### config.mk
export PLATFORM = sky130hd
export DESIGN_NAME = sbm_queue
export DESIGN_NICKNAME = d
export VERILOG_FILES = /design/src/rtl/sbm_pkg.sv /design/src/rtl/sbm_queue.sv
export SDC_FILE = /design/constraint.sdc
export NUM_CORES = 1
export LEC_CHECK = 0
export ABC_AREA = 1
export BUFFER_PORTS_ARGS = -buffer_cell sky130_fd_sc_hd__buf_2
export CAP_MARGIN = 10
export CELL_PAD_IN_SITES_DETAIL_PLACEMENT = 1
export CELL_PAD_IN_SITES_GLOBAL_PLACEMENT = 1
export CORE_MARGIN = 3
export CORE_UTILIZATION = 47
export DETAILED_ROUTE_END_ITERATION = 8
export GPL_ROUTABILITY_DRIVEN = 0
export GPL_TIMING_DRIVEN = 0
export MAX_ROUTING_LAYER = met4
export PLACE_DENSITY = 0.92
export SLEW_MARGIN = 0
export SYNTH_ARGS = -nofsm -noshare
export SYNTH_HDL_FRONTEND = slang
export SYNTH_SLANG_ARGS = --single-unit
### constraint.sdc
create_clock -name clk -period 5.8 [get_ports clk]
set_input_delay 0.58 -clock clk [delete_from_list [all_inputs] [get_ports clk]]
set_output_delay 0.58 -clock clk [all_outputs]
set_load 0.005 [all_outputs]
### src/rtl/sbm_pkg.sv
// ----------------------------------------------------------------------------
// sbm_pkg: shared types and constants for the signature byte stream matcher
// Table sizes, derived widths, request kinds and the match queue entry.
// ----------------------------------------------------------------------------
package sbm_pkg;

  // Table and offset sizing
  localparam int NUM_SIGS    = 8;
  localparam int MAX_SIG_LEN = 16;
  localparam int OFFSET_BITS = 16;
  localparam int MAX_REPORTS = 8;

  // Derived widths
  localparam int SIG_W   = (NUM_SIGS > 1) ? $clog2(NUM_SIGS) : 1;
  localparam int BIDX_W  = (MAX_SIG_LEN > 1) ? $clog2(MAX_SIG_LEN) : 1;
  localparam int LEN_W   = $clog2(MAX_SIG_LEN + 1);
  localparam int SEEN_W  = OFFSET_BITS + 1;
  localparam int RPT_W   = (MAX_REPORTS > 1) ? $clog2(MAX_REPORTS) : 1;

  // Request field widths
  localparam int KIND_W     = 2;
  localparam int SIG_IDX_W  = 3;
  localparam int BYTE_IDX_W = 4;
  localparam int SIG_LEN_W  = 5;

  // Queue depth between front and back
  localparam int QUEUE_DEPTH = 2;
  localparam int QPTR_W      = (QUEUE_DEPTH > 1) ? $clog2(QUEUE_DEPTH) : 1;
  localparam int QCNT_W      = $clog2(QUEUE_DEPTH + 1);

  // Offset limits
  localparam logic [SEEN_W-1:0] OFFSET_MAX = SEEN_W'((64'd1 << OFFSET_BITS) - 64'd1);
  localparam logic [SEEN_W-1:0] SEEN_MAX   = OFFSET_MAX + SEEN_W'(MAX_SIG_LEN);

  // Request kinds
  typedef enum logic [KIND_W-1:0] {
    KIND_WR_BYTE = 2'd0,
    KIND_WR_LEN  = 2'd1,
    KIND_SCAN    = 2'd2,
    KIND_RESTART = 2'd3
  } sbm_kind_t;

  // One scanned byte with at least one hit
  typedef struct packed {
    logic [NUM_SIGS-1:0]            mask;
    logic [SEEN_W-1:0]              seen;
    logic [NUM_SIGS-1:0][LEN_W-1:0] lens;
  } sbm_entry_t;

endpackage

### src/rtl/sbm_queue.sv
// ----------------------------------------------------------------------------
// sbm_queue: short match queue between front and back
// Register-based FIFO of hit entries, so each side can stall on its own.
// ----------------------------------------------------------------------------
module sbm_queue
  import sbm_pkg::*;
(
  input  logic       clk,
  input  logic       rst_n,
  input  logic       push,
  input  sbm_entry_t push_entry,
  input  logic       pop,
  output logic       full,
  output logic       not_empty,
  output sbm_entry_t head
);

  sbm_entry_t        mem_r [QUEUE_DEPTH];
  logic [QPTR_W-1:0] wr_r, wr_nxt, rd_r, rd_nxt;
  logic [QCNT_W-1:0] cnt_r, cnt_nxt;
  logic              do_push, do_pop;

  assign full      = (cnt_r == QCNT_W'(QUEUE_DEPTH));
  assign not_empty = (cnt_r != '0);
  assign head      = mem_r[rd_r];
  assign do_push   = push && !full;
  assign do_pop    = pop && not_empty;

  // Advance pointers and occupancy
  always_comb begin
    wr_nxt  = wr_r;
    rd_nxt  = rd_r;
    cnt_nxt = cnt_r;
    if (do_push) begin
      wr_nxt = (int'(wr_r) == QUEUE_DEPTH - 1) ? '0 : wr_r + QPTR_W'(1);
    end
    if (do_pop) begin
      rd_nxt = (int'(rd_r) == QUEUE_DEPTH - 1) ? '0 : rd_r + QPTR_W'(1);
    end
    if (do_push && !do_pop) begin
      cnt_nxt = cnt_r + QCNT_W'(1);
    end else if (do_pop && !do_push) begin
      cnt_nxt = cnt_r - QCNT_W'(1);
    end
  end

  always_ff @(posedge clk) begin
    if (!rst_n) begin
      wr_r  <= '0;
      rd_r  <= '0;
      cnt_r <= '0;
    end else begin
      wr_r  <= wr_nxt;
      rd_r  <= rd_nxt;
      cnt_r <= cnt_nxt;
    end
  end

  // Store entries
  always_ff @(posedge clk) begin
    if (do_push) begin
      mem_r[wr_r] <= push_entry;
    end
  end

endmodule

==> results.cfg, run 1 <==
[outcome]
outcome = complete, no violations

[logic_synthesis]
synth_common_cells = 130 x edfxtp_1, 50 x mux2_4, 15 x mux2_2
synth_top_area_share = 0.759
yosysUniqueCellTypes = 16
synthCells = 239
ys_ff_latch = 135
synth_warnings = 0
async_flop_share = 0
synth_nets = 309
ys_seq_area_frac = 0.779
ys.flop_type = edfxtp_1
synth_edf_count = 130
syn_area_um2 = 5140
post_synth.cell_area_avg_um2 = 21.5
synth_top_cell_by_area = edfxtp_1
synth_most_common_cell = edfxtp_1
yosys-top-cells-area = edfxtp_1 76%, mux2_4 15%, mux2_2 3.3%, dfxtp_1 1.9%, buf_6 1.3%

[floorplanning]
die_area_um2 = 12200
core_area_um2 = 10500
initial_utilization = 0.491
io_pins = 136
rows = 37
fp.dieH_um = 111
dieWidth_um = 111

[critical_path]
cpPeakStageDelay_ns = 0.34
path_max_fanout = 10
path_buf_inv = 3
path_cells = buf_6 -> buf_6 -> mux2_4 -> buf_2
cp-endpoint = head[20]
r2r_start = cnt_r[1]$_SDFFE_PN0P_
worstSetupPathDepth = 4
reg2reg_to = cnt_r[1]$_SDFFE_PN0P_
critPathTopFamily = buffers and inverters
critPathArrivalTime_ns = 1.68
r2r.worst_path.cells = 9
reg2reg_slack_ns = 4.17
crit_type = reg -> out
endpoint_kind = output port
crit_top_cell = buf_6
critPathRequiredTime_ns = 5.22
critPathLaunchType = flop
slowest_stage = dfxtp_1

[clocking]
cts_setup_buffers = 0
cts_tree = built
htree_levels = 4
insertion_delay_ns = 0.50
path_clk_slew_ns = 0.06
numCtsBuffers = 17
cts-resized-gates = 0
cts.hold.buffers_added = 0
cts_root_buffer = clkbuf_8
clock-sinks = 135
clock_path_buffers = 2

[timing]
fmaxAchievable_mhz = 442
worst_clock_skew_ns = 0.00458
hold_viol = 0
final.period_utilization = 0.390
slew_violations = 0
max_slew.worst_pin.slew_ns = 0.570
setup_viol = 0
rsz0062_at_grt = no
slew_headroom = 0.619
fin_tns_setup_ns = 0
finalHoldWorstSlack_ns = 0.260
fin_crit_ns = 2.26

[placed_design]
post-dp-hpwl_mm = 7.26
numPortBuffers = 135
post_dp_cell_area_um2 = 6080

[detailed_routing]
first_iter_violations = 127
drt_wl_total_mm = 10.5
dr.pass1.iters = 4
viasPerCell = 4.92
vias = 2687
routedWlPerCell_um = 19.3
antenna_left = 0
drc = 0

[power]
powerDensity_nw_per_um2 = 453
p_total_mw = 3.03
vdd.ir_drop.worst_v = 0.000262
static-leakage-power_nw = 2.66

[run]
max_cap_violations = 0

[global_routing]
grt_start_max_net_pins = 28
grt_pass1_vias = 3013
antenna_found_initial = 0
grt_pass1_wl_mm = 16.5
grt_use_total = 0.183
grt.overflow.total = 0

[finish]
fin_nets = 467
design_area_um2 = 6680
postLayoutCoreUtil = 0.639
syn_to_final_growth_pct = 30.0
num_antenna_cells = 0
multi_input_area_um2 = 1050
fill_cells = 945
drive_gt1_frac = 0.593
seqCellArea_um2 = 4000

[min_path]
hold_path_depth = 1
hold_class = in -> reg
[worst min path at each step]
stage                     slack (ns)                endpoint              start
final                           0.26  mem_r[1][33]$_DFFE_PP_     push_entry[33]
after global routing            0.24  mem_r[1][33]$_DFFE_PP_     push_entry[33]
after CTS                       0.23  mem_r[0][15]$_DFFE_PP_     push_entry[15]
after detailed placement        0.51                    flop  rd_r$_SDFFE_PN0P_
after global placement          0.48       rd_r$_SDFFE_PN0P_  rd_r$_SDFFE_PN0P_
after floorplan                 0.47                    flop  rd_r$_SDFFE_PN0P_
[per-layer routing]
layer | vias up | share of wire | global-route usage
met5 | - | 0 | -
met4 | 0 | 0.017 | 0.0525
met3 | 16 | 0.063 | 0.0636
met2 | 110 | 0.55 | 0.323
met1 | 1322 | 0.37 | 0.194
li1 | 1239 | - | -
[cells in the final DEF (no fill, tap or decap)]
master,n
buf_6,6
clkinv_1,2
clkbuf_8,1
nand2_1,7
clkinv_4,2
clkinvlp_4,1
edfxtp_1,130
o21ai_0,2
buf_12,4
nor2_4,2
a21oi_1,1
buf_2,136
mux2_4,50
inv_1,8
clkinv_2,4
nand3_1,1
dfxtp_1,5
clkbuf_16,16
o21a_1,1
nor2_1,7
mux2_2,15
o21ai_2,1
nand4_1,1
bufinv_16,4
ha_1,1
inv_6,1
clkbuf_1,1
[where the power goes]
group          switching [mW]  total [mW]  internal (mW)
Clock                   0.382        1.08          0.694
Combinational           0.315       0.672          0.357
Sequential             0.0444        1.28           1.23
Total                   0.742        3.03           2.28
[flip-flops by register name (all words and copies together), names as in the netlist, named ones only]
name and cells:
wr_r 1, rd_r 1, cnt_r 2, mem_r 130
[through the flow]
step / instances / setup WS [ns]
5_1_grt: 546 / 3.45
4_1_cts: 546 / 3.49
2_1_floorplan: 239 / 1.95
6_report: 546 / 3.54
3_3_place_gp: 510 / 0.431
3_5_place_dp: 514 / 3.94
[cell type report]
type,count,area share
Sequential cell,135,0.599
Clock inverter,14,0.0272
Multi-Input combinational cell,89,0.157
Inverter,8,0.00449
Tap cell,136,0.0255
Timing Repair Buffer,139,0.113
Buffer,7,0.0109
Clock buffer,18,0.0625
[cells by family after synthesis]
group           share of synthesized area
compound gates                    0.00608
fa+ha+maj                         0.00243
buf+inv                            0.0200
flops                               0.779
mux                                 0.179
simple gates                       0.0139
Note: power is estimated with default switching activity, not from simulation.
==> inputs of run 2 (changes only) <==
ABC_AREA = 0   (was 1)
CORE_UTILIZATION = 39   (was 47)
PLACE_DENSITY = 0.83   (was 0.92)
clock period = 1.9 ns   (was 5.8 ns; I/O delays follow)
==> results.cfg, run 2 <==
[timing]
final.period_utilization = 0.945
slew_headroom = 0.714
slew_violations = 0
setup_ws_ns = 0.105
fin_crit_ns = 1.80
fmaxAchievable_mhz = 557
hold_viol = 0
worst_clock_skew_ns = 0.00825
rsz0062_at_grt = no
max_slew.worst_pin.slew_ns = 0.430
setup_viol = 0

[floorplanning]
core_area_um2 = 12200
initial_utilization = 0.405
die_area_um2 = 14100
rows = 40
dieWidth_um = 119
io_pins = 136
fp.dieH_um = 119

[logic_synthesis]
post_synth.cell_area_avg_um2 = 21.8
ys_seq_area_frac = 0.810
yosysUniqueCellTypes = 23
async_flop_share = 0
synthCells = 227
yosys-top-cells-area = edfxtp_1 79%, mux2_2 15%, dfxtp_1 2.0%, buf_6 1.1%, and2_1 0.38%
synth_top_cell_by_area = edfxtp_1
synth_edf_count = 130
ys.flop_type = edfxtp_1
ys_ff_latch = 135
synth_most_common_cell = edfxtp_1
synth_nets = 297
synth_warnings = 0
synth_common_cells = 130 x edfxtp_1, 65 x mux2_2, 5 x buf_6, 5 x dfxtp_1, 3 x and2_1
synth_top_area_share = 0.790
syn_area_um2 = 4940

[placed_design]
post-dp-hpwl_mm = 6.98
post_dp_cell_area_um2 = 5980
pre_cts_slack_ns = 0.0983
numPortBuffers = 135

[detailed_routing]
routedWlPerCell_um = 17.5
highest_layer = met4
met3RoutedLength_um = 545
antenna_left = 0
first_iter_violations = 144
drt_wl_total_mm = 11.1
drc = 0
wl_met2_mm = 6.18
viasPerCell = 4.62
vias = 2921
wl_met1_mm = 4.14
dr.pass1.iters = 4

[power]
static-leakage-power_nw = 2.76
vdd.ir_drop.worst_v = 0.000618
clock_power_share = 0.349
p_total_mw = 9.39
p_int_mw = 7.13
powerDensity_nw_per_um2 = 1300
netSwitchingFraction = 0.241
pwr-share-comb = 0.239
p_switching_mw = 2.26
p_seq_frac = 0.411

[finish]
drive_gt1_frac = 0.526
layout_commonest_cell = buf_2
regMostFlops = mem_r
seqCellArea_um2 = 4010
multi_input_area_um2 = 880
largest_register_ffs = 130
design_area_um2 = 7230
fill_cells = 1117
top_regs = mem_r (130), cnt_r (2)
fin_nets = 521
syn_to_final_growth_pct = 46.3
num_antenna_cells = 0
most-common-layout-cells = 136 x buf_2, 130 x edfxtp_1, 65 x mux2_2, 65 x dlygate4sd3_1, 17 x clkbuf_16

[critical_path]
crit_type = reg -> out
critPathLaunchType = flop
path_max_fanout = 10
endpoint_kind = output port
critPathRequiredTime_ns = 1.71
critPathArrivalTime_ns = 1.61

[clocking]
clock_path_buffers = 2
cts_root_buffer = clkbuf_16
numCtsBuffers = 17
htree_levels = 4
clock-sinks = 135
insertion_delay_ns = 0.41
path_clk_slew_ns = 0.05
cts_tree = built

[run]
max_cap_violations = 0

[global_routing]
grt_pass1_vias = 3351
grt_start_max_net_pins = 40
grt_use_total = 0.171
antenna_found_initial = 0
grt.overflow.total = 0
grt_pass1_wl_mm = 17.7

[outcome]
outcome = complete, no violations

[min_path]
hold_class = in -> reg
==> run 2: worst paths after layout <==
check | cells after the start | start | to | slack (ns)
min | 2 | rst_n | wr_r$_SDFFE_PN0N_ | 0.06
max reg2reg | 6 | cnt_r[0]$_SDFFE_PN0P_ | mem_r[0][17]$_DFFE_PP_ | 0.15
min reg2reg | 2 | cnt_r[1]$_SDFFE_PN0P_ | cnt_r[1]$_SDFFE_PN0P_ | 0.58
max | 4 | flop | head[57] | 0.10
==> run 2: logic make-up after synthesis <==
| kind of cell | share of synthesized area |
|---|---|
| flops | 0.810 |
| fa+ha+maj | 0.00253 |
| mux | 0.148 |
| buf+inv | 0.0154 |
| compound gates | 0.00658 |
| simple gates | 0.0117 |
| xor+xnor | 0.00532 |
==> run 2: layout make-up <==
cell class / count / area share
clock inverters: 13 / 0.0222
repair buffers: 205 / 0.202
clock buffers: 19 / 0.0599
well taps: 168 / 0.0291
plain buffers: 7 / 0.0100
flip-flops and latches: 135 / 0.554
inverters: 2 / 0.00139
multi-input cells: 83 / 0.122
==> run 2: power groups by stage <==
| stage | sequential (mW) | combinational [mW] | clock [mW] |
|---|---|---|---|
| 2_1_floorplan | 3.90 | 1.19 | 0 |
| 3_3_place_gp | 3.92 | 1.93 | 0 |
| 3_5_place_dp | 3.93 | 2.15 | 0 |
| 4_1_cts | 3.87 | 2.27 | 3.35 |
| 5_1_grt | 3.90 | 2.44 | 3.51 |
| 6_report | 3.87 | 2.25 | 3.28 |
==> run 2: layer usage <==
metal / vias to the layer above / global-route usage
met1: 1450 / 0.180
met5: - / -
li1: 1353 / -
met2: 100 / 0.299
met3: 18 / 0.0459
met4: 0 / 0.0782
==> run 2: repair_timing <==
item | CTS | global route
hold endpoints to repair | 130 | 0
hold buffers | 65 | 0
setup endpoints to repair | 0 | 47
resized for setup | 0 | 1
setup buffers | 0 | 0
==> run 2: critical path, cell delays in order, from the launching register on <==
cell and delay, ns:
dfxtp_1 0.34, buf_6 0.19, buf_6 0.18, mux2_2 0.36, buf_2 0.13
==> run 2: stage by stage <==
stage / utilization / hold slack, ns / instances / TNS [ns]
2_1_floorplan: - / 0.289 / 227 / -43.44
3_5_place_dp: 0.490 / 0.381 / 535 / 0
6_report: 0.592 / 0.0557 / 632 / 0
5_1_grt: 0.592 / 0.0313 / 632 / 0
3_3_place_gp: 0.479 / 0.377 / 530 / -125.29
4_1_cts: 0.591 / 0.0345 / 632 / 0
==> inputs of run 3 (changes only) <==
CORE_ASPECT_RATIO = 1.75   (was not set)
==> results.cfg, run 3 (same netlist as run 2, synthesis figures left out) <==
[placed_design]
post_dp_cell_area_um2 = 5960
numPortBuffers = 135
post-dp-hpwl_mm = 7.03

[critical_path]
path_cells = buf_4 -> buf_6 -> mux2_2 -> buf_2
endpoint_kind = output port
path_buf_inv = 3
path_max_fanout = 10
critPathTopFamily = buffers and inverters
critPathLaunchType = flop
r2r_start = cnt_r[0]$_SDFFE_PN0P_
cpPeakStageDelay_ns = 0.36
r2r.worst_path.cells = 2
reg2reg_to = mem_r[1][35]$_DFFE_PP_
reg2reg_slack_ns = 0.13
critPathRequiredTime_ns = 1.71
slowest_stage = mux2_2
critPathArrivalTime_ns = 1.63
crit_type = reg -> out

[floorplanning]
rows = 53
dieWidth_um = 91.1
fp.dieH_um = 155
die_area_um2 = 14100
io_pins = 136
initial_utilization = 0.405
core_area_um2 = 12200

[timing]
setup_viol = 0
fin_crit_ns = 1.82
fmaxAchievable_mhz = 549
max_slew.worst_pin.slew_ns = 0.933
worst_clock_skew_ns = 0.00549
slew_headroom = 0.378
slew_violations = 0
final.period_utilization = 0.959
rsz0062_at_grt = no
fin_tns_setup_ns = 0
hold_viol = 0

[min_path]
min_from = rst_n
hold_path_depth = 2
hold_class = in -> reg

[finish]
num_antenna_cells = 0
layout_commonest_cell = buf_2
regMostFlops = mem_r
largest_register_ffs = 130
fill_cells = 1192
fin_nets = 520
syn_to_final_growth_pct = 45.4
top_regs = mem_r (130), cnt_r (2)
design_area_um2 = 7180
drive_gt1_frac = 0.536
most-common-layout-cells = 136 x buf_2, 130 x edfxtp_1, 65 x mux2_2, 65 x dlygate4sd3_1, 17 x clkbuf_16

[clocking]
numCtsBuffers = 17
htree_levels = 4
path_clk_slew_ns = 0.06
cts_root_buffer = clkbuf_16
cts-resized-gates = 0
cts_tree = built
insertion_delay_ns = 0.40
clock_path_buffers = 2
clock-sinks = 135

[power]
p_seq_frac = 0.419
p_switching_mw = 2.35
pwr-share-comb = 0.242
p_int_mw = 6.89
static-leakage-power_nw = 2.73
vdd.ir_drop.worst_v = 0.000744
clock_power_share = 0.339
netSwitchingFraction = 0.254
powerDensity_nw_per_um2 = 1290

[outcome]
outcome = complete, no violations

[global_routing]
grt_pass1_vias = 3436
antenna_found_initial = 0
grt_pass1_wl_mm = 17.7
grt.overflow.total = 0
grt_use_total = 0.172
grt_start_max_net_pins = 66

[detailed_routing]
vias = 2888
drc = 0
drt_wl_total_mm = 11.1
antenna_left = 0
routedWlPerCell_um = 17.7
first_iter_violations = 136
viasPerCell = 4.60
dr.pass1.iters = 4

[run]
max_cap_violations = 0
run 3: what timing repair did:
item,CTS,global route
endpoints found under the hold margin,130,0
setup buffers,0,0
setup endpoints to repair,0,0
hold buffers,65,0
run 3: worst max-delay path by stage:
stage / start / to / slack (ns) / cells after the start
CTS: flop / head[4] / 0.04 / 4
global placement: cnt_r[0]$_SDFFE_PN0P_ / mem_r[0][33]$_DFFE_PP_ / -1.46 / 3
global route: flop / head[7] / 0.0006 / 4
detailed placement: cnt_r[0]$_SDFFE_PN0P_ / mem_r[1][11]$_DFFE_PP_ / 0.11 / 2
floorplan: cnt_r[0]$_SDFFE_PN0P_ / mem_r[0][0]$_DFFE_PP_ / -0.66 / 3
finish: flop / head[31] / 0.08 / 4
run 3: routing by layer:
| metal | up-vias | GRT usage | routed length [um] |
|---|---|---|---|
| met5 | - | - | 0 |
| met4 | 0 | 0.0885 | 378 |
| met3 | 23 | 0.0406 | 344 |
| met2 | 86 | 0.316 | 6630 |
| met1 | 1436 | 0.166 | 3780 |
| li1 | 1343 | - | - |
run 3: area by class of cell:
cell class,count,area (um^2),area share
sequential,135,4010,0.557
tap,165,206,0.0287
clock inverter,15,153,0.0212
clock buffer,17,425,0.0592
buffer,7,68.8,0.00958
timing repair buffer,204,1440,0.200
multi-input combinational,83,880,0.122
inverter,2,10.0,0.00139
run 3: power by group through the flow:
stage,combinational (mW),sequential [mW],clock (mW)
4_1_cts,2.28,3.87,3.21
2_1_floorplan,1.19,3.90,0
6_report,2.23,3.87,3.14
3_5_place_dp,2.15,3.93,0
5_1_grt,2.44,3.91,3.36
3_3_place_gp,1.93,3.92,0
run 3: metrics by stage:
step | setup WS, ns | utilization | hold slack, ns | total power, mW | instances
after CTS | 0.0375 | 0.589 | 0.0449 | 9.35 | 628
after detailed placement | 0.112 | 0.488 | 0.383 | 6.08 | 531
after global placement | -1.46 | 0.479 | 0.379 | 5.85 | 527
final | 0.0786 | 0.589 | 0.0627 | 9.24 | 628
after global routing | 0.000631 | 0.589 | 0.0705 | 9.71 | 628
after floorplan | -0.660 | - | 0.289 | 5.08 | 227
