$ cat src/rtl/sbm_pkg.sv
// ----------------------------------------------------------------------------
// sbm_pkg: shared types and constants for the signature byte stream matcher
// Table sizes, derived widths, request kinds and the match queue entry.
// ----------------------------------------------------------------------------
package sbm_pkg;

  // Table and offset sizing
  localparam int NUM_SIGS    = 8;
  localparam int MAX_SIG_LEN = 16;
  localparam int OFFSET_BITS = 16;
  localparam int MAX_REPORTS = 8;

  // Derived widths
  localparam int SIG_W   = (NUM_SIGS > 1) ? $clog2(NUM_SIGS) : 1;
  localparam int BIDX_W  = (MAX_SIG_LEN > 1) ? $clog2(MAX_SIG_LEN) : 1;
  localparam int LEN_W   = $clog2(MAX_SIG_LEN + 1);
  localparam int SEEN_W  = OFFSET_BITS + 1;
  localparam int RPT_W   = (MAX_REPORTS > 1) ? $clog2(MAX_REPORTS) : 1;

  // Request field widths
  localparam int KIND_W     = 2;
  localparam int SIG_IDX_W  = 3;
  localparam int BYTE_IDX_W = 4;
  localparam int SIG_LEN_W  = 5;

  // Queue depth between front and back
  localparam int QUEUE_DEPTH = 2;
  localparam int QPTR_W      = (QUEUE_DEPTH > 1) ? $clog2(QUEUE_DEPTH) : 1;
  localparam int QCNT_W      = $clog2(QUEUE_DEPTH + 1);

  // Offset limits
  localparam logic [SEEN_W-1:0] OFFSET_MAX = SEEN_W'((64'd1 << OFFSET_BITS) - 64'd1);
  localparam logic [SEEN_W-1:0] SEEN_MAX   = OFFSET_MAX + SEEN_W'(MAX_SIG_LEN);

  // Request kinds
  typedef enum logic [KIND_W-1:0] {
    KIND_WR_BYTE = 2'd0,
    KIND_WR_LEN  = 2'd1,
    KIND_SCAN    = 2'd2,
    KIND_RESTART = 2'd3
  } sbm_kind_t;

  // One scanned byte with at least one hit
  typedef struct packed {
    logic [NUM_SIGS-1:0]            mask;
    logic [SEEN_W-1:0]              seen;
    logic [NUM_SIGS-1:0][LEN_W-1:0] lens;
  } sbm_entry_t;

endpackage

$ cat src/rtl/sbm_if.sv


interface sbm_out_if
  import sbm_pkg::*;
();
  logic                   valid;
  logic                   ready;
  logic [OFFSET_BITS-1:0] match_offset;
  logic [SIG_W-1:0]       match_sig;
  logic                   last;

  modport source (output valid, match_offset, match_sig, last, input ready);
  modport sink   (input valid, match_offset, match_sig, last, output ready);
endinterface

$ cat src/rtl/sbm_back.sv
// ----------------------------------------------------------------------------
// sbm_back: match report sequencer
// Takes one hit entry at a time and hands out one report per set bit,
// lowest signature first, marking the last report of the byte.
// ----------------------------------------------------------------------------
module sbm_back
  import sbm_pkg::*;
(
  input  logic       clk,
  input  logic       rst_n,
  input  logic       q_not_empty,
  input  sbm_entry_t q_head,
  output logic       q_pop,
  sbm_out_if.source  out_if
);

  logic              w_valid_r, w_valid_nxt;
  sbm_entry_t        w_ent_r, w_ent_nxt;
  logic [RPT_W-1:0]  cnt_r, cnt_nxt;
  logic [SIG_W-1:0]  sel;
  logic [NUM_SIGS-1:0] rest;
  logic [SEEN_W-1:0] start;
  logic              is_last;
  logic              accept;
  logic              take;

  // Pick the lowest pending signature
  always_comb begin
    sel = '0;
    for (int s = NUM_SIGS - 1; s >= 0; s--) begin
      if (w_ent_r.mask[s]) begin
        sel = SIG_W'(s);
      end
    end
    rest      = w_ent_r.mask & ~(NUM_SIGS'(1) << sel);
    is_last   = (rest == '0) || (cnt_r == RPT_W'(MAX_REPORTS - 1));
    start     = w_ent_r.seen - SEEN_W'(w_ent_r.lens[sel]);
  end

  assign out_if.valid        = w_valid_r;
  assign out_if.match_sig    = sel;
  assign out_if.match_offset = OFFSET_BITS'((start > OFFSET_MAX) ? OFFSET_MAX : start);
  assign out_if.last         = is_last;

  assign accept = out_if.valid && out_if.ready;
  assign take   = !w_valid_r || (accept && is_last);
  assign q_pop  = take && q_not_empty;

  // Load a new entry or drop the reported bit
  always_comb begin
    w_valid_nxt = w_valid_r;
    w_ent_nxt   = w_ent_r;
    cnt_nxt     = cnt_r;
    if (take) begin
      w_valid_nxt = q_not_empty;
      w_ent_nxt   = q_head;
      cnt_nxt     = '0;
    end else if (accept) begin
      w_ent_nxt.mask = rest;
      cnt_nxt        = cnt_r + RPT_W'(1);
    end
  end

  always_ff @(posedge clk) begin
    if (!rst_n) begin
      w_valid_r <= 1'b0;
      cnt_r     <= '0;
    end else begin
      w_valid_r <= w_valid_nxt;
      cnt_r     <= cnt_nxt;
    end
  end

  always_ff @(posedge clk) begin
    w_ent_r <= w_ent_nxt;
  end

  // A held entry always has a pending hit, and the reported one is set
  a_pending_hit: assert property (@(posedge clk) disable iff (!rst_n)
    w_valid_r |-> (w_ent_r.mask != '0) && w_ent_r.mask[sel])
    else $error("sbm_back: held entry without pending hit");

  // A non-final report keeps the entry and advances the report count
  a_advance: assert property (@(posedge clk) disable iff (!rst_n)
    (accept && !is_last) |=> w_valid_r && (cnt_r == $past(cnt_r) + RPT_W'(1)))
    else $error("sbm_back: entry lost before its last report");

  // A reported match never starts past the bytes counted for it
  a_start_range: assert property (@(posedge clk) disable iff (!rst_n)
    w_valid_r |-> (SEEN_W'(w_ent_r.lens[sel]) <= w_ent_r.seen))
    else $error("sbm_back: match length exceeds bytes scanned");

endmodule

$ cat src/flat_wrapper.sv
// flat-port wrapper written by rule: the top's interface ports become plain ports
module sbm_back_flat import sbm_pkg::*;
  (clk, rst_n, q_not_empty, q_head, q_pop, out_if_valid, out_if_match_offset, out_if_match_sig, out_if_last, out_if_ready);
  sbm_out_if out_if_i ();
  input  logic clk;
  input  logic rst_n;
  input  logic q_not_empty;
  input  sbm_entry_t q_head;
  output logic q_pop;
  output wire logic [$bits(out_if_i.valid)-1:0] out_if_valid;
  output wire logic [$bits(out_if_i.match_offset)-1:0] out_if_match_offset;
  output wire logic [$bits(out_if_i.match_sig)-1:0] out_if_match_sig;
  output wire logic [$bits(out_if_i.last)-1:0] out_if_last;
  input wire logic [$bits(out_if_i.ready)-1:0] out_if_ready;
  assign out_if_valid = out_if_i.valid;
  assign out_if_match_offset = out_if_i.match_offset;
  assign out_if_match_sig = out_if_i.match_sig;
  assign out_if_last = out_if_i.last;
  assign out_if_i.ready = out_if_ready;
  sbm_back u_core (.clk(clk), .rst_n(rst_n), .q_not_empty(q_not_empty), .q_head(q_head), .q_pop(q_pop), .out_if(out_if_i));
endmodule
$ cat config.mk
export PLATFORM = sky130hd
export DESIGN_NAME = sbm_back_flat
export DESIGN_NICKNAME = d
export VERILOG_FILES = /design/src/rtl/sbm_pkg.sv /design/src/rtl/sbm_if.sv /design/src/rtl/sbm_back.sv /design/src/flat_wrapper.sv
export SDC_FILE = /design/constraint.sdc
export NUM_CORES = 1
export LEC_CHECK = 0
export BUFFER_PORTS_ARGS = -buffer_cell sky130_fd_sc_hd__clkbuf_2
export CAP_MARGIN = 5
export CORE_ASPECT_RATIO = 0.8
export CORE_MARGIN = 3
export CORE_UTILIZATION = 40
export CTS_CLUSTER_DIAMETER = 120
export DETAILED_ROUTE_END_ITERATION = 10
export PLACE_DENSITY = 0.66
export SKIP_CTS_REPAIR_TIMING = 1
export SLEW_MARGIN = 30
export SYNTH_ARGS = -nofsm -noshare
export SYNTH_HDL_FRONTEND = slang
export SYNTH_SLANG_ARGS = --single-unit
$ cat constraint.sdc
create_clock -name clk -period 4.8 [get_ports clk]
set_input_delay 0.48 -clock clk [delete_from_list [all_inputs] [get_ports clk]]
set_output_delay 0.48 -clock clk [all_outputs]
set_load 0.01 [all_outputs]
==> results of run 1 <==
-- kinds of logic after synthesis --
kind of cell,after synthesis
muxes,8
and+or+nand+nor,88
buffers and inverters,15
xor gates and xnor gates,12
DFF,69
adders and majority gates,9
AOI/OAI and AO/OA,62
-- metrics by stage --
stage          area, µm²  utilization
2_1_floorplan       3380            -
3_3_place_gp        3960        0.491
3_5_place_dp        3960        0.491
4_1_cts             4140        0.514
5_1_grt             4200        0.522
6_report            4200        0.522
-- final timing paths --
kind | slack (ns) | end | depth (start not counted) | from
worst max-delay path | 0.24 | out_if_match_offset[11] | 15 | u_core.w_ent_r[60]
worst min-delay path | 0.30 | u_core.w_ent_r[53] | 1 | q_head[53]
worst max register to register | 1.83 | u_core.w_ent_r[24] | 6 | u_core.w_ent_r[60]
worst min register to register | 0.54 | u_core.cnt_r[1] | 2 | u_core.cnt_r[1]
-- worst max-delay path, stage by stage (launching register included) --
cell      delay, ns
edfxtp_1       0.50
or3_4          0.46
a211o_4        0.35
inv_2          0.12
o21ai_0        0.10
o22ai_1        0.20
ha_1           0.20
inv_1          0.06
fa_1           0.43
a211o_1        0.31
o211ai_1       0.24
nand3_1        0.16
xor2_1         0.16
buf_4          0.20
o211ai_1       0.10
clkbuf_2       0.13
-- cell type report --
| type | count | area [µm²] |
|---|---|---|
| multi-input combinational | 179 | 1280 |
| sequential | 69 | 2030 |
| fill | 713 | 3850 |
| timing repair buffer | 103 | 548 |
| clock inverter | 7 | 56.3 |
| clock buffer | 9 | 124 |
| inverter | 7 | 26.3 |
| tap | 108 | 135 |
-- power by group through the flow --
stage,combinational [mW],sequential [mW],clock (mW)
6_report,0.417,0.760,0.430
5_1_grt,0.463,0.766,0.478
4_1_cts,0.397,0.761,0.449
3_5_place_dp,0.395,0.774,0
3_3_place_gp,0.393,0.772,0
2_1_floorplan,0.276,0.754,0
-- state kept, by name, summed over array words and instances, names as in the netlist --
register             cells
u_core.cnt_r             3
u_core.out_if.valid      1
u_core.w_ent_r          65
-- cell usage in the layout, fill, tap and decap left out, types with 3 or more instances in the layout --
cell type  netlist  final
or3_1            6      5
nand3_1          7      7
clkbuf_2         0     90
o2bb2ai_1        3      3
nand2_1         25     25
o21ai_0         10     10
o31ai_1          4      4
a32o_1           3      3
mux2i_1          7      7
xor2_1           8      8
nand2b_1         7      7
o22ai_1          3      3
a211oi_1         4      4
clkbuf_8         0      9
dfxtp_1          4      4
and2_1           3      3
a21oi_1          6      6
buf_4            1     13
ha_1             7      7
o211ai_1         3      3
inv_6            0      4
a21o_1           3      3
edfxtp_1        65     65
a221oi_1         3      3
xnor2_1          4      4
inv_1            5      5
nor2_1          18     18
nor2b_1          5      5
-- per-layer routing --
metal,wire (µm),track usage,part of all wire
met4,40,0.0447,0.0052
met2,3550,0.245,0.46
met1,3720,0.238,0.48
met5,0,0,0
met3,413,0.0545,0.053
==> impl_metrics.yaml, run 1 <==
sta:
  finalCritPeriodShare: 0.951
  skew_ns: 0.00663
  setup_viol: 0
  finalWorstSetupSlack_ns: 0.237
  max_freq_mhz: 219
  worst_pin_slew_ns: 0.599
  relSlewSlack: 0.601
  finalCriticalPeriod_ns: 4.56
  worst_hold_slack_ns: 0.301
  drv_slew: 0
  fin_tns_setup_ns: 0
  hold_viol_final: 0
synth:
  synth_most_common_cell: "edfxtp_1"
  synth-seq-area-share: 0.601
  synth_fp_nets: 340
  synth_top_cells_by_count: "65 x edfxtp_1, 25 x nand2_1, 18 x nor2_1"
  synth_area_leader_cell: "edfxtp_1"
  syn_avg_cell_area_um2: 12.8
  async_flop_share: 0
  yosys_warnings: 0
  syn_area_um2: 3380
  synth.distinct_cells: 61
  yosys-top-cells-area: "edfxtp_1 58%, nand2_1 2.8%, ha_1 2.6%"
  netlist.area_leader.share: 0.578
  muxShareOfSynthArea: 0.0241
  synth_seq_cells: 69
  synth-adder-area-share: 0.0348
  netlist_instances: 263
  synth-compound-area-share: 0.143
  synth_top_family_by_area: "compound AO/OA/AOI/OAI gates"
  synth-xor-area-share: 0.0311
  synth_edf_count: 65
  synth-simple-area-share: 0.142
  yosys_most_used_dff: "edfxtp_1"
die:
  die_w_um: 109
  start_util: 0.419
  dieArea_um2: 9590
  ioPinCount: 91
  core_area_um2: 8060
  die-height_um: 88.2
  rows: 29
global_routing:
  grt_pass1_vias: 2354
  track_usage: 0.166
  grt_pass1_wl_um: 11800
  grt_max_degree: 52
  antenna_found_initial: 0
  overflow: 0
final_layout:
  nets: 446
  synthToLayoutAreaGrowth_pct: 24.4
  fin_cells: 482
  diodes: 0
  drive_gt1_frac: 0.358
critical_path:
  critPathMaxFanout: 13
  critical_path.endpoint_type: "output port"
  arrival_ns: 4.08
  start_kind: "flip-flop"
  crit_required_ns: 4.32
  criticalPathCategory: "flip-flop to output port"
hold_path:
  hold_class: "input pin to flip-flop"
route:
  drt_pass1_iterations: 4
  drtIter0Drc: 117
  wl_per_cell_um: 16.0
  drc: 0
  vias_per_cell: 5.23
  vias: 2521
  detail-route-antenna-nets: 0
  routed_wl_um: 7730
clock_network:
  clock-sinks: 69
  clk_path_buf_depth: 2
  root_buffer: "clkbuf_8"
  clk_latency_ns: 0.35
  ctsHtreeMaxLevel: 3
  path_clk_slew_ns: 0.08
  cts_tree: "built"
  cts_buffers: 9
placement:
  io_buffers: 90
  gp_congestion: 0.843
  dp_hpwl_um: 5710
  placed_cells: 459
  place_ws_ns: 0.517
pwr:
  p_leak_nw: 1.72
  p_int_mw: 1.10
  p_sw_mw: 0.505
  power_density_nw_per_um2: 382
  total_power_mw: 1.61
  p_comb_frac: 0.259
  power_switching_share: 0.314
  pwr-share-seq: 0.473
  vdd_drop_max_mv: 0.224
  clkPwrFrac: 0.268
status:
  outcome: "finished, final reports clean"
flow_run:
  maxCapViolCount: 0
Power figures use the tool's default switching activity.
==> run 2: changes to the inputs <==
--- a/config.mk
+++ b/config.mk
@@ -5,14 +5,14 @@
 export SDC_FILE = /design/constraint.sdc
 export NUM_CORES = 1
 export LEC_CHECK = 0
-export BUFFER_PORTS_ARGS = -buffer_cell sky130_fd_sc_hd__clkbuf_2
 export CAP_MARGIN = 5
 export CORE_ASPECT_RATIO = 0.8
 export CORE_MARGIN = 3
 export CORE_UTILIZATION = 40
 export CTS_CLUSTER_DIAMETER = 120
 export DETAILED_ROUTE_END_ITERATION = 10
-export PLACE_DENSITY = 0.66
+export DONT_BUFFER_PORTS = 1
+export PLACE_DENSITY = 0.56
 export SKIP_CTS_REPAIR_TIMING = 1
 export SLEW_MARGIN = 30
 export SYNTH_ARGS = -nofsm -noshare
==> impl_metrics.yaml, run 2 (synthesis gave the netlist of run 1 again) <==
status:
  outcome: "finished, final reports clean"
pwr:
  p_leak_nw: 1.33
  power_density_nw_per_um2: 420
  p_comb_frac: 0.226
  vdd_drop_max_mv: 0.311
  power_switching_share: 0.303
  p_int_mw: 1.11
  p_sw_mw: 0.480
  clkPwrFrac: 0.296
  pwr-share-seq: 0.478
critical_path:
  reg2regPathDepth: 7
  cp-startpoint: "u_core.w_ent_r[60]"
  crit_required_ns: 4.32
  critPathMaxFanout: 9
  cp_slowest_cell: "edfxtp_1"
  slowest_delay_ns: 0.45
  worstPathCellList: "or3_4, a211o_2, clkinvlp_4, o21ai_0, o22ai_1, ha_1, inv_1, fa_1, a211o_1, o211ai_1, nand3_1, xor2_2, buf_4, nand2b_1"
  critical_path.endpoint_type: "output port"
  r2r_slack_ns: 1.96
  rr_endpoint: "u_core.w_ent_r[41]"
  start_kind: "flip-flop"
  rr_startpoint: "u_core.w_ent_r[60]"
  criticalPathCategory: "flip-flop to output port"
  arrival_ns: 4.13
global_routing:
  antenna_found_initial: 0
  grt_max_degree: 57
  grt_pass1_wl_um: 10800
  grt_pass1_vias: 2028
  overflow: 0
  track_usage: 0.155
flow_run:
  maxCapViolCount: 0
clock_network:
  clk_path_buf_depth: 2
  cts_tree: "built"
  clk_latency_ns: 0.36
  clock-sinks: 69
  cts_buffers: 9
  ctsHtreeMaxLevel: 3
  path_clk_slew_ns: 0.08
  root_buffer: "clkbuf_8"
final_layout:
  layout_common_cells: "65 x edfxtp_1, 25 x nand2_1, 18 x nor2_1"
  largest_register_ffs: 65
  diodes: 0
  ff_latch_area_um2: 2030
  synthToLayoutAreaGrowth_pct: 11.9
  drive_gt1_frac: 0.155
  nets: 355
  final_common_cell: "edfxtp_1"
  fin_cells: 391
  multi_input_area_um2: 1290
  nFillCells: 731
  top_register: "u_core.w_ent_r"
sta:
  finalCriticalPeriod_ns: 4.61
  finalCritPeriodShare: 0.959
  hold_viol_final: 0
  setup_viol: 0
  worst_pin_slew_ns: 0.672
  skew_ns: 0.0129
  relSlewSlack: 0.552
  fin_tns_setup_ns: 0
  max_freq_mhz: 217
  drv_slew: 0
route:
  drtIter0Drc: 114
  detail-route-antenna-nets: 0
  vias_per_cell: 5.58
  vias: 2181
  routed_wl_um: 7190
  drc: 0
  drt_pass1_iterations: 4
  wl_per_cell_um: 18.4
placement:
  gp_congestion: 0.790
  dp_hpwl_um: 5280
  io_buffers: 0
  placed_cells: 369
hold_path:
  hold_class: "input pin to flip-flop"
  whs_path_depth: 0
  hold_end: "u_core.w_ent_r[19]"
  hp-start: "q_head[19]"
die:
  rows: 29
  core_area_um2: 8060
  die-height_um: 88.2
  die_w_um: 109
  ioPinCount: 91
  dieArea_um2: 9590
  start_util: 0.419
## run 2: cell types whose count changed in the layout (fill, tap and decap cells not counted), sizes merged
cell and delta:
clkbuf -89, clkinv -2, bufinv +1, clkinvlp +3, inv -3, buf -1
## run 2: per-stage QoR
| stage | instance area [µm²] | total power [mW] | setup slack, ns | hold slack, ns | util |
|---|---|---|---|---|---|
| global placement | 3510 | 1.11 | 0.457 | 0.524 | 0.436 |
| finish | 3780 | 1.59 | 0.194 | 0.213 | 0.469 |
| detailed placement | 3510 | 1.11 | 0.303 | 0.540 | 0.436 |
| global route | 3780 | 1.67 | -0.0266 | 0.181 | 0.469 |
| CTS | 3710 | 1.60 | -0.109 | 0.179 | 0.461 |
| floorplan | 3380 | 1.03 | 0.881 | 0.516 | - |
## run 2: layout make-up
class / count / area share
clock buffers: 10 / 0.0338
clock inverters: 6 / 0.0185
inverters: 7 / 0.00795
multi-input cells: 179 / 0.342
flip-flops and latches: 69 / 0.538
well taps: 108 / 0.0358
repair buffers: 12 / 0.0238
## run 2: power by group through the flow
stage               logic, mW  registers [mW]  clock network (mW)
detailed placement      0.342           0.772                   0
global route            0.397           0.764               0.512
floorplan               0.276           0.754                   0
CTS                     0.344           0.758               0.493
global placement        0.341           0.772                   0
finish                  0.359           0.758               0.470
## run 2: routing by layer
metal	vias to the layer above	part of all wire	track usage
met5	-	0	0
li1	1051	-	-
met1	1025	0.44	0.204
met2	94	0.43	0.213
met4	0	0.016	0.0665
met3	11	0.11	0.0833
## run 2: worst max path at each step
stage / endpoint / slack [ns] / depth (start not counted)
2_1_floorplan: out_if_match_offset[0] / 0.88 / 14
3_3_place_gp: out_if_match_offset[1] / 0.46 / 14
3_5_place_dp: out_if_match_offset[1] / 0.30 / 14
4_1_cts: out_if_match_offset[1] / -0.11 / 14
5_1_grt: out_if_match_offset[11] / -0.03 / 14
6_report: out_if_match_offset[1] / 0.19 / 14
## run 2: worst max-delay path, delay by kind of cell, from the launching register on
family / cells / cell delay [ns]
buffers and inverters: 3 / 0.40
XOR/XNOR: 1 / 0.21
adder cells (fa/ha/maj): 2 / 0.63
AO/OA/AOI/OAI: 5 / 1.31
AND/OR/NAND/NOR: 3 / 0.76
flip-flops: 1 / 0.45
==> run 3: changes to the inputs <==
--- a/config.mk
+++ b/config.mk
@@ -8,11 +8,11 @@
 export CAP_MARGIN = 5
 export CORE_ASPECT_RATIO = 0.8
 export CORE_MARGIN = 3
-export CORE_UTILIZATION = 40
+export CORE_UTILIZATION = 55
 export CTS_CLUSTER_DIAMETER = 120
 export DETAILED_ROUTE_END_ITERATION = 10
 export DONT_BUFFER_PORTS = 1
-export PLACE_DENSITY = 0.56
+export PLACE_DENSITY = 0.72
 export SKIP_CTS_REPAIR_TIMING = 1
 export SLEW_MARGIN = 30
 export SYNTH_ARGS = -nofsm -noshare
==> impl_metrics.yaml, run 3 (synthesis gave the netlist of run 1 again) <==
status:
  outcome: "finished, final reports clean"
die:
  die_w_um: 93.6
  rows: 24
  start_util: 0.592
  die-height_um: 76.1
  core_area_um2: 5710
  ioPinCount: 91
  dieArea_um2: 7120
clock_network:
  path_clk_slew_ns: 0.08
  clk_path_buf_depth: 2
  root_buffer: "clkbuf_8"
  cts_tree: "built"
  clock-sinks: 69
  cts_buffers: 9
  ctsHtreeMaxLevel: 3
  clk_latency_ns: 0.35
sta:
  worst_pin_slew_ns: 0.877
  setup_viol: 0
  finalCriticalPeriod_ns: 4.57
  relSlewSlack: 0.416
  drv_slew: 0
  finalCritPeriodShare: 0.951
  max_freq_mhz: 219
  skew_ns: 0.0109
  finalWorstSetupSlack_ns: 0.234
  hold_viol_final: 0
global_routing:
  grt_pass1_wl_um: 10600
  overflow: 0
  antenna_found_initial: 0
  grt_max_degree: 37
  grt_pass1_vias: 1971
  track_usage: 0.196
final_layout:
  fin_cells: 362
  top_register: "u_core.w_ent_r"
  nets: 356
  final_util: 0.652
  diodes: 0
  largest_register_ffs: 65
  drive_gt1_frac: 0.148
  synthToLayoutAreaGrowth_pct: 10.2
  layout_common_cells: "65 x edfxtp_1, 25 x nand2_1, 18 x nor2_1"
  final_common_cell: "edfxtp_1"
hold_path:
  hp-start: "q_head[0]"
  whs_path_depth: 0
  hold_class: "input pin to flip-flop"
  hold_end: "u_core.w_ent_r[0]"
placement:
  placed_cells: 337
  io_buffers: 0
  gp_congestion: 0.833
  dp_hpwl_um: 4890
  place_ws_ns: 0.548
critical_path:
  arrival_ns: 4.09
  rr_startpoint: "u_core.w_ent_r[60]"
  crit_required_ns: 4.32
  criticalPathCategory: "flip-flop to output port"
  rr_endpoint: "u_core.w_ent_r[7]"
  critPathMaxFanout: 13
  start_kind: "flip-flop"
  reg2regPathDepth: 6
  critical_path.endpoint_type: "output port"
  r2r_slack_ns: 1.71
pwr:
  p_sw_mw: 0.461
  p_int_mw: 1.11
  pwr-share-seq: 0.484
  p_comb_frac: 0.228
  power_density_nw_per_um2: 421
  p_leak_nw: 1.34
  vdd_drop_max_mv: 0.301
  clkPwrFrac: 0.289
  power_switching_share: 0.294
flow_run:
  maxCapViolCount: 0
route:
  detail-route-antenna-nets: 0
  wl_per_cell_um: 18.5
  drtIter0Drc: 247
  drt_pass1_iterations: 5
  routed_wl_um: 6710
  drc: 0
  vias: 2158
  vias_per_cell: 5.96
run 3: cell count changes in the layout (fill, tap and decap cells not counted):
cell	change
a31o_2	+1
clkinv_2	+1
inv_6	-2
a31o_4	-1
xor2_2	-1
clkinv_1	+1
clkinvlp_4	-2
a21oi_1	+1
a21oi_2	-1
xor2_1	+1
clkinv_4	+2
buf_4	+1
run 3: power by group through the flow:
stage / clock network (mW) / logic, mW / registers, mW
after floorplan: 0 / 0.276 / 0.754
after global placement: 0 / 0.326 / 0.773
after detailed placement: 0 / 0.329 / 0.773
after CTS: 0.464 / 0.330 / 0.761
after global routing: 0.499 / 0.398 / 0.765
final: 0.453 / 0.357 / 0.759
run 3: cell type report:
class	count	area (µm²)
Clock buffer	10	128
Clock inverter	6	63.8
Fill cell	442	1980
Inverter	7	30.0
Multi-Input combinational cell	179	1270
Sequential cell	69	2030
Tap cell	78	97.6
Timing Repair Buffer	13	97.6
run 3: metrics by stage:
| step | hold WS (ns) | setup TNS [ns] | instance area [µm²] | power, mW |
|---|---|---|---|---|
| final | 0.223 | 0 | 3720 | 1.57 |
| after global placement | 0.524 | 0 | 3450 | 1.10 |
| after detailed placement | 0.538 | 0 | 3450 | 1.10 |
| after floorplan | 0.516 | 0 | 3380 | 1.03 |
| after global routing | 0.190 | -0.0451 | 3720 | 1.66 |
| after CTS | 0.208 | 0 | 3640 | 1.56 |
run 3: worst max-delay path by stage:
stage / endpoint / slack [ns] / start
detailed placement: out_if_match_offset[11] / 0.55 / u_core.w_ent_r[60]
global placement: out_if_match_offset[11] / 0.71 / u_core.w_ent_r[60]
floorplan: out_if_match_offset[0] / 0.88 / u_core.w_ent_r[60]
CTS: out_if_match_offset[11] / 0.15 / u_core.w_ent_r[60]
finish: out_if_match_offset[11] / 0.23 / u_core.w_ent_r[60]
global route: out_if_match_offset[11] / -0.04 / u_core.w_ent_r[60]
run 3: critical path, cell delays in order, from the launching register on:
cell        delay [ns]
edfxtp_1          0.49
or3_4             0.46
a211o_2           0.39
clkinvlp_4        0.16
o21ai_0           0.10
o22ai_1           0.22
ha_1              0.21
inv_1             0.06
fa_1              0.44
a211o_1           0.32
o211ai_1          0.21
nand3_1           0.16
xor2_1            0.16
buf_4             0.20
o211ai_1          0.16
run 3: layer usage:
| layer | share of wire | vias up | GRT usage |
|---|---|---|---|
| li1 | - | 1046 | - |
| met1 | 0.45 | 1005 | 0.284 |
| met2 | 0.44 | 103 | 0.256 |
| met3 | 0.10 | 4 | 0.105 |
| met4 | 0.0086 | 0 | 0.0548 |
| met5 | 0 | - | 0 |
